**config.mk**
```make
export PLATFORM = sky130hd
export DESIGN_NAME = wap_div
export DESIGN_NICKNAME = d
export VERILOG_FILES = /design/src/window_average_and_peak_macros.svh /design/src/wap_pkg.sv /design/src/wap_div.sv
export SDC_FILE = /design/constraint.sdc
export NUM_CORES = 1
export LEC_CHECK = 0
export ABC_AREA = 0
export BUFFER_PORTS_ARGS = -buffer_cell sky130_fd_sc_hd__clkbuf_2
export CAP_MARGIN = 30
export CELL_PAD_IN_SITES_DETAIL_PLACEMENT = 0
export CELL_PAD_IN_SITES_GLOBAL_PLACEMENT = 1
export CORE_ASPECT_RATIO = 2
export CORE_MARGIN = 2
export CORE_UTILIZATION = 46
export CTS_CLUSTER_SIZE = 10
export DETAILED_ROUTE_END_ITERATION = 10
export GPL_ROUTABILITY_DRIVEN = 0
export PLACE_DENSITY = 0.93
export SYNTH_ARGS = -nofsm -noshare
export SYNTH_HDL_FRONTEND = slang
export SYNTH_SLANG_ARGS = --single-unit
```
**constraint.sdc**
```tcl
create_clock -name clock -period 5 [get_ports clock]
set_input_delay 1.25 -clock clock [delete_from_list [all_inputs] [get_ports clock]]
set_output_delay 1.25 -clock clock [all_outputs]
set_load 0.05 [all_outputs]
```
**src/window_average_and_peak_macros.svh**
```systemverilog
// Assertion macros for the window average and peak RTL.
`ifndef WINDOW_AVERAGE_AND_PEAK_MACROS_SVH
`define WINDOW_AVERAGE_AND_PEAK_MACROS_SVH

`ifndef SYNTH
// Check cons in the same cycle as ante.
`define WAP_ASSERT_IMM(label, clk, rst, ante, cons) \
   label: assert property (@(posedge clk) disable iff (rst) (ante) |-> (cons)) \
      else $error("%m: same-cycle check failed");
// Check cons in the cycle after ante.
`define WAP_ASSERT_NXT(label, clk, rst, ante, cons) \
   label: assert property (@(posedge clk) disable iff (rst) (ante) |=> (cons)) \
      else $error("%m: next-cycle check failed");
`else
`define WAP_ASSERT_IMM(label, clk, rst, ante, cons)
`define WAP_ASSERT_NXT(label, clk, rst, ante, cons)
`endif

`endif

```
**src/wap_pkg.sv**
```systemverilog
// Types and constants for the window average and peak block.
package wap_pkg;

   localparam int DATA_W     = 32;
   localparam int PEAK_W     = 31;
   localparam int WINDOW_DEF = 256;

   localparam logic REQ_RECORD = 1'b0;
   localparam logic REQ_CLEAR  = 1'b1;

   typedef struct packed {
      logic                     req_type;
      logic signed [DATA_W-1:0] sample;
   } wap_req_type;

   typedef struct packed {
      logic signed [DATA_W-1:0] current_value;
      logic signed [DATA_W-1:0] mean_value;
      logic        [PEAK_W-1:0] peak_value;
   } wap_rsp_type;

   typedef struct packed {
      logic busy;
      logic valid;
   } wap_div_stat_type;

   typedef enum logic [2:0] {
      ST_IDLE,
      ST_OLD_RD,
      ST_WRITE,
      ST_SCAN,
      ST_DRAIN,
      ST_DIV_WAIT,
      ST_RESP
   } wap_state_type;

endpackage

```
**src/wap_div.sv**
```systemverilog
// Serial signed divider: one quotient bit per cycle, truncates toward zero.
module wap_div import wap_pkg::*; #(
   parameter int SUM_W = 41,
   parameter int CNT_W = 9
) (
   input  logic                     clock,
   input  logic                     reset,
   input  logic                     start,
   input  logic signed [SUM_W-1:0]  dividend,
   input  logic        [CNT_W-1:0]  divisor,
   output wap_div_stat_type         stat,
   output logic signed [DATA_W-1:0] quotient
);

   localparam int STEP_W = $clog2(SUM_W);

   logic              busy_ff,  busy_in;
   logic              valid_ff, valid_in;
   logic              neg_ff,   neg_in;
   logic [CNT_W-1:0]  dvs_ff,   dvs_in;
   logic [CNT_W-1:0]  rem_ff,   rem_in;
   logic [SUM_W-1:0]  quo_ff,   quo_in;
   logic [STEP_W-1:0] cnt_ff,   cnt_in;
   logic [CNT_W:0]    shifted;
   logic [CNT_W:0]    diff;
   logic              ge;
   logic [DATA_W-1:0] mag_low;

   always_comb begin
      shifted = {rem_ff, quo_ff[SUM_W-1]};
      ge      = shifted >= {1'b0, dvs_ff};
      diff    = shifted - {1'b0, dvs_ff};
      busy_in  = busy_ff;
      valid_in = valid_ff;
      neg_in   = neg_ff;
      dvs_in   = dvs_ff;
      rem_in   = rem_ff;
      quo_in   = quo_ff;
      cnt_in   = cnt_ff;
      if (start) begin
         busy_in  = 1'b1;
         valid_in = 1'b0;
         neg_in   = dividend[SUM_W-1];
         dvs_in   = divisor;
         rem_in   = '0;
         quo_in   = dividend[SUM_W-1] ? SUM_W'(-dividend) : SUM_W'(dividend);
         cnt_in   = STEP_W'(SUM_W - 1);
      end else if (busy_ff) begin
         rem_in = ge ? diff[CNT_W-1:0] : shifted[CNT_W-1:0];
         quo_in = {quo_ff[SUM_W-2:0], ge};
         cnt_in = cnt_ff - 1'b1;
         if (cnt_ff == '0) begin
            busy_in  = 1'b0;
            valid_in = 1'b1;
         end
      end
   end

   always_ff @(posedge clock) begin
      if (reset) begin
         busy_ff  <= 1'b0;
         valid_ff <= 1'b0;
      end else begin
         busy_ff  <= busy_in;
         valid_ff <= valid_in;
      end
      neg_ff <= neg_in;
      dvs_ff <= dvs_in;
      rem_ff <= rem_in;
      quo_ff <= quo_in;
      cnt_ff <= cnt_in;
   end

   // The mean always fits 32 bits, so negate only the low word.
   assign mag_low    = quo_ff[DATA_W-1:0];
   assign quotient   = neg_ff ? signed'(-mag_low) : signed'(mag_low);
   assign stat.busy  = busy_ff;
   assign stat.valid = valid_ff;

endmodule

```
After elaboration in Yosys (flattened, before gate mapping)
Cells that the tools add are included.

operators by class
  add/subtract/negate cells = 4
  order comparisons = 1
  muxes and demuxes = 8
  reductions and logical operators = 4

operator list
  cell                                               count
  2-to-1 mux 41 bit                                  3
  negator 41 bit                                     1
  2-to-1 mux 32 bit                                  1
  negator 32 bit                                     1
  greater-or-equal comparator 10 x 9 -> 1 bit        1
  2-to-1 mux 9 bit                                   1
  subtractor 9 bit                                   1
  logical NOT 6 bit                                  1
  subtractor 6 x 1 -> 6 bit (second input constant)  1
  2-to-1 mux 1 bit                                   3
  AND reduction 2 bit                                1
  nonzero test 2 bit                                 1
  OR reduction 2 bit                                 1

word-level totals
  bits in registers = 68
  bits of input ports = 53
  output and inout port bits = 34
  word-level logic and storage cells = 24

Depth between registers and ports, before layout
Gate-level depths: netlist of the first run.

  depth in word-level cells = 4
  depth in mapped cells = 10
  gate-level depth less buffers = 10

Least setup slack after synthesis of the first run
Ideal clock, no wire load.

  path type = register to output
  start point = reg quo_ff[23]
  end point = out quotient[31]
  arrival = 2454 ps
  data required time = 3750 ps
  path slack = 1296 ps
  cell stages (with the launch flop) = 6
  path buffers = 0
  cells stage by stage = edfxtp_1 > or4_4 > or4_4 > or3_4 > o31ai_4 > xnor2_1

on the way
  word-level cells in the longest chain between the ends = 2

ends and longest elaborated chain
  item                      RTL line       source
  start: declaration        wap_div.sv:22  logic [SUM_W-1:0] quo_ff, quo_in;
  start signal: assignment  wap_div.sv:70  quo_ff <= quo_in;
  negator 32 bit            wap_div.sv:76  assign quotient = neg_ff ? signed'(-mag_low) : signed'(mag_low);
  2-to-1 mux 32 bit         wap_div.sv:76
  end: declaration          wap_div.sv:12  output logic signed [DATA_W-1:0] quotient

No other way between the ends.

Worst setup path after layout of the first run
  start point = reg quo_ff[9]
  end point = out quotient[26]

The elaborated chain is that of the path after synthesis.

==> metrics.md, run 1 <==
| Metric | Value |
|---|---|
| Sw frac | `35.4%` |
| Non-Filler Instances | `700` |
| Maximum fanout along the worst path | `5` |
| Drt total wl | `between 10 and 15 mm` |
| Final Max Tran Viols | `0` |
| Chip height | `roughly 150 um` |
| Setup Skew | `0.00592 ns` |
| Post-route DRC | `0` |
| M1 WL | `approximately 4.3 mm` |
| Total track usage | `20.7%` |
| Post-placement cell count | `between 600 and 700` |
| Top Layer Used | `met4` |
| Reg2reg setup slack | `roughly 2.2 ns` |
| Share of power burned in registers | `about two fifths` |
| Fin. Hold Viols | `0` |
| Worst min-delay path class | `reg -> reg` |
| Final net count | `630` |
| PortBufs | `86` |
| Net Sw Power | `~0.66 mW` |
| Combinational power share | `about 30%` |
| Worst-path cell chain | `or4_1, nor3_1, and3b_1, nand3_1, o31ai_1, xnor2_1, clkbuf_2` |
| Antenna-violating nets left | `0` |
| CTS tree | `yes` |
| Met2 WL | `6.03 mm` |
| CTS H-tree lvls | `3` |
| Commonest non-fill, non-tap cells in the layout | `clkbuf_2, nor2_1, edfxtp_1` |
| First-pass GRT wire length | `17.5 mm` |
| Most common cell after layout, fill and taps aside | `clkbuf_2` |
| Initial DRC count | `150` |
| Post-route cell area | `about 0.0054 sq mm` |
| Post_cts resized | `0` |
| FF+latch area | `about 0.0019 sq mm` |
| R2r startpoint | `quo_ff[40]` |
| R2r endpoint | `rem_ff[0]` |
| Cells on worst reg2reg path | `10` |
| CP max stage delay | `0.58 ns` |
| Status | `complete, no violations` |
| Worst-path clk slew | `about 0.050 ns` |
| Crit path DAT | `2.97 ns` |
| Mapped Cells | `485` |
| # setup viols final | `0` |
| Vias per inst | `5.56` |
| Hold buffers post-CTS | `0` |
| Worst hold stages | `2` |
| Syn avg cell area | `roughly 9.5 sq um` |
| Metal3 WL | `approximately 380 um` |
| Worst hold start | `rem_ff[8]` |
| Async SR Flop Fraction | `0%` |
| Largest net degree at the start of global routing | `between 100 and 150` |
| # Post-CTS Setup Buffers | `0` |
| Initial antenna violation count | `0` |
| Final min period | `4.22 ns` |
| Yosys warns | `0` |
| CTS Buf Count | `9` |
| Hold_ws | `0.481 ns` |
| Top FF cell, synth | `edfxtp_1` |
| Clock Power Share | `around 31%` |
| Row cnt | `51` |
| Drt pass-1 iters | `4` |
| CP Launch Type | `flop` |
| Vias after detailed routing | `roughly 3900` |
| Critical path class | `reg -> out` |
| Post-synthesis sequential area ratio | `between 40% and 50%` |
| Die area | `about 0.011 sq mm` |
| Max-slew headroom | `between 30% and 40%` |
| Total nets after synthesis | `552` |
| Worst Hold Path EP | `rem_ff[8]` |
| Cell Pwr Density | `340 mW/mm^2` |
| DP Wirelength | `between 8 and 9 mm` |
| RSZ-0062 raised after global routing | `false` |
| TNS Setup | `0 ns` |
| Post-detailed-route wirelength per cell | `about 16 um` |
| Core ar. | `0.00976 sq mm` |
| Area Growth Syn to Fin | `18.2%` |
| Starting density of the core | `a little under half` |
| Die X | `between 70 and 80 um` |
| CTS sink cnt | `slightly below 70` |
| Number of synthesized flops with an enable pin | `51` |
| Pint | `1.20 mW` |
| Highest Clock Rate | `237 MHz` |
| Yosys cell types | `53` |
| Antenna Cells | `0` |
| Tcrit/Tclk final | `between 80% and 90%` |
| Share of cells above drive strength 1 | `22.2%` |
| Slowest stage cell, crit path | `or4_1` |
| Seq cells post-synth | `68` |
| Critical Path End Type | `primary output` |
| Vias in the first global route | `roughly 3800` |
| I/O pins | `87` |
| Synth Cell Area | `between 0.004 and 0.005 sq mm` |
| Req. time, crit path | `approximately 3.8 ns` |
| Root buffer selected by CTS | `clkbuf_16` |
| Worst-Skew Late Latency | `about 0.33 ns` |
| Area of the multi-input gates | `between 0.002 and 0.003 sq mm` |
| Max cap viols | `0` |
| Clock buffer depth | `2` |
| Peak VDD IR | `229 uV` |
| Dpl cell area | `approximately 0.0051 sq mm` |
| Fillers | `just under 900` |
| Leak pwr | `2.14 nW` |
| Grt ovf | `0` |
| Worst slew pin tran | `1.02 ns` |
==> worst max path at each step <==
stage / cells after the start / start / slack (ns) / to
floorplan: 5 / quo_ff[23] / 1.30 / quotient[31]
global placement: 7 / quo_ff[10] / 1.25 / quotient[26]
detailed placement: 7 / quo_ff[9] / 1.15 / quotient[27]
CTS: 7 / quo_ff[9] / 0.77 / quotient[26]
global route: 7 / quo_ff[9] / 0.64 / quotient[26]
finish: 7 / quo_ff[9] / 0.78 / quotient[26]
==> cell usage after synthesis (all sizes together) (8+ instances only) <==
cell / count / share of area (%)
or4: 15 / 2.8
edfxtp: 51 / 33
nor2: 61 / 5.0
ha: 13 / 3.5
o21ai: 29 / 3.1
dfxtp: 17 / 7.4
inv: 21 / 1.7
clkbuf: 19 / 1.5
a21oi: 45 / 4.9
nor3: 8 / 0.98
o31ai: 23 / 4.0
xnor2: 37 / 7.0
xor2: 40 / 7.6
o41ai: 13 / 3.1
nand2: 24 / 2.0
==> power by group through the flow <==
stage	registers, mW	logic [mW]	clock network, mW
2_1_floorplan	0.723	0.408	0
3_3_place_gp	0.741	0.526	0
3_5_place_dp	0.745	0.532	0
4_1_cts	0.733	0.535	0.591
5_1_grt	0.736	0.585	0.613
6_report	0.729	0.544	0.579
==> critical path, delay by kind of cell, from the launching register on <==
family | cells | cell delay [ns]
simple gates | 4 | 1.38
compound gates | 1 | 0.37
flops | 1 | 0.44
xor+xnor | 1 | 0.16
buf+inv | 1 | 0.30
==> cells by family after synthesis <==
logic type,after synthesis,share of synthesized area (%)
compound gates,132,19.0
xor+xnor,77,14.6
fa+ha+maj,14,3.96
buf+inv,44,3.83
flops,68,40.6
mux,8,1.82
simple gates,142,16.2
==> state kept, by name (all words and copies together) (netlist names) <==
name / flops
quo_ff: 41
dvs_ff: 9
rem_ff: 9
cnt_ff: 6
busy_ff: 1
neg_ff: 1
valid_ff: 1
==> stage by stage <==
stage                     util [%]  total power, mW  setup WS [ns]
after global placement        52.5             1.27           1.25
after global routing          55.8             1.93          0.641
final                         55.8             1.85          0.779
after CTS                     55.2             1.86          0.773
after floorplan                  -             1.13           1.30
after detailed placement      52.5             1.28           1.15
==> routing by layer <==
layer	up-vias	global-route usage [%]
met1	1843	23.0
li1	1937	-
met4	0	8.75
met5	-	0
met2	96	36.9
met3	19	3.74
==> area by class of cell <==
cell class	instances	area share, %
Clock buffer	12	4.52
Clock inverter	4	0.436
Inverter	21	1.45
Multi-Input combinational cell	373	47.0
Sequential cell	68	34.4
Tap cell	132	3.03
Timing Repair Buffer	90	9.19
Power figures use the tool's default switching activity.
==> run 2, diff against run 1 <==
Settings changed: CORE_UTILIZATION 46 to 43, PLACE_DENSITY 0.93 to 0.88.
Clock period 5 ns to 4.04 ns, I/O delays scaled along.
==> run 2 against run 1 <==
Count of clock-buffer cells in the layout rose by 1. Global-route usage fell by 1.4 points. Sequential share of layout area barely moved. First-iteration DRC count fell by 23%. Via count barely moved. Sequential power rose by 24%. Wire length rose by 0.63%. Critical path depth fell by 1. Cell count rose by 0.86%. Worst hold slack improved by 0.0037 ns. Setup slack got worse by 0.63 ns. Critical path type unchanged.
==> metrics.md, run 2 (synthesized netlist as in run 1, its figures left out) <==
| Metric | Value |
|---|---|
| Hold_ws | `0.485 ns (+0.00370 ns)` |
| Grt ovf | `0 (unchanged)` |
| CP Launch Type | `flop` |
| Register bank with the most flops | `quo_ff` |
| Chip height | `150 um (+3.3%)` |
| CTS Buf Count | `9 (unchanged)` |
| Drt total wl | `11.0 mm (+0.63%)` |
| Max FFs per register | `41 (unchanged)` |
| Fin. Hold Viols | `0 (unchanged)` |
| Max cap viols | `0 (unchanged)` |
| Peak VDD IR | `250 uV (+9.0%)` |
| Antenna Cells | `0 (unchanged)` |
| I/O pins | `87 (unchanged)` |
| # Post-CTS Setup Buffers | `0 (unchanged)` |
| Post-route DRC | `0 (unchanged)` |
| PortBufs | `86 (unchanged)` |
| Worst-path clk slew | `0.06 ns (about the same)` |
| Critical Path End Type | `primary output` |
| Highest Clock Rate | `~260 MHz` |
| DP Wirelength | `8.34 mm (+1.9%)` |
| Tcrit/Tclk final | `about 96%` |
| Post-detailed-route wirelength per cell | `15.6 um (-0.22%)` |
| Final min period | `around 4 ns` |
| Worst min-delay path class | `reg -> reg` |
| CTS H-tree lvls | `3 (unchanged)` |
| Crit path DAT | `2.88 ns (-0.09 ns)` |
| CTS sink cnt | `68 (unchanged)` |
| Final net count | `631 (+0.16%)` |
| Fillers | `1017 (+14%)` |
| First-pass GRT wire length | `17.8 mm (+1.5%)` |
| Initial antenna violation count | `0 (unchanged)` |
| Most common cell after layout, fill and taps aside | `clkbuf_2` |
| Max-slew headroom | `46.9% (+15 points)` |
| Post-placement cell count | `690 (+1.2%)` |
| Vias in the first global route | `3852 (+1.4%)` |
| # setup viols final | `0 (unchanged)` |
| Critical path class | `reg -> out` |
| Antenna-violating nets left | `0 (unchanged)` |
| Vias per inst | `5.51 (-0.90%)` |
| Row cnt | `53 (+3.9%)` |
| Root buffer selected by CTS | `clkbuf_16` |
| Dpl cell area | `0.00515 sq mm (+0.56%)` |
| Largest net degree at the start of global routing | `63 (-40%)` |
| Maximum fanout along the worst path | `5 (unchanged)` |
| Total track usage | `19.3% (-1.4 points)` |
| Status | `complete, no violations` |
| Biggest regs | `quo_ff x41, dvs_ff x9, rem_ff x9` |
| Starting density of the core | `44.0% (-3.2 points)` |
| Post-Route Utilization | `52.1% (-3.7 points)` |
| Clock buffer depth | `2 (unchanged)` |
| Req. time, crit path | `3.03 ns (-0.72 ns)` |
| Worst-Skew Late Latency | `0.33 ns (about the same)` |
| Drt pass-1 iters | `4 (unchanged)` |
| Worst slew pin tran | `0.796 ns (-0.221 ns)` |
| Final Max Tran Viols | `0 (unchanged)` |
| Cell Pwr Density | `422 mW/mm^2 (+24%)` |
| Post-route cell area | `0.00546 sq mm (+0.14%)` |
| Die X | `77.2 um (+3.2%)` |
| RSZ-0062 raised after global routing | `false` |
| Die area | `0.0116 sq mm (+6.7%)` |
| CTS tree | `yes` |
| Non-Filler Instances | `706 (+0.86%)` |
| Core ar. | `0.0105 sq mm (+7.3%)` |
| Share of cells above drive strength 1 | `23.0% (+0.84 points)` |
| Initial DRC count | `116 (-23%)` |
| TNS Setup | `0 ns (unchanged)` |
| Setup Skew | `0.00733 ns (+0.00141 ns)` |
| Vias after detailed routing | `3893 (-0.051%)` |
| Area Growth Syn to Fin | `18.3%` |
| Commonest non-fill, non-tap cells in the layout | `clkbuf_2, nor2_1, edfxtp_1` |
| Leak pwr | `2.14 nW (about the same)` |
## run 2: area by class of cell
| class | count | area [sq um] | area share, % |
|---|---|---|---|
| multi-input combinational | 373 | 2580 | 47.4 |
| sequential | 68 | 1870 | 34.3 |
| timing repair buffer | 91 | 468 | 8.58 |
| clock buffer | 13 | 260 | 4.77 |
| tap | 137 | 171 | 3.14 |
| inverter | 21 | 78.8 | 1.44 |
| clock inverter | 3 | 21.3 | 0.390 |
## run 2: per-stage QoR
stage	setup slack (ns)	power [mW]
final	0.148	2.30
after global routing	0.0470	2.41
after CTS	0.0816	2.32
after detailed placement	0.458	1.58
after global placement	0.512	1.57
after floorplan	0.576	1.40
## run 2: what timing repair did
item | in CTS | in global routing
hold buffers | 0 | 0
endpoints found under the setup margin | 0 | 4
gates resized for setup | 0 | 4
## run 2: power by group
part	internal [mW]	total, mW	switching, mW
registers	0.837	0.904	0.0677
clock network	0.449	0.732	0.283
logic	0.210	0.664	0.454
total	1.50	2.30	0.805
## run 2: per-layer routing
layer,up-vias,share of wire (%),global-route usage [%]
li1,1940,-,-
met1,1845,38,20.2
met2,87,55,35.9
met3,21,4.0,4.08
met4,0,3.2,9.82
met5,-,0,0
## run 2: final timing paths
kind	depth (start not counted)	slack, ns	to	startpoint
worst min-delay path	2	0.48	cnt_ff[1]	cnt_ff[1]
worst min register to register	2	0.48	cnt_ff[1]	cnt_ff[1]
worst max-delay path	6	0.15	quotient[31]	quo_ff[22]
worst max register to register	10	1.28	rem_ff[0]	quo_ff[40]
## run 2: worst max-delay path, stage by stage (launching register included)
cell and delay (ns):
edfxtp_1 0.48, or4_4 0.55, or4_4 0.45, or3_4 0.36, o31ai_4 0.22, xnor2_1 0.18
clkbuf_2 0.32
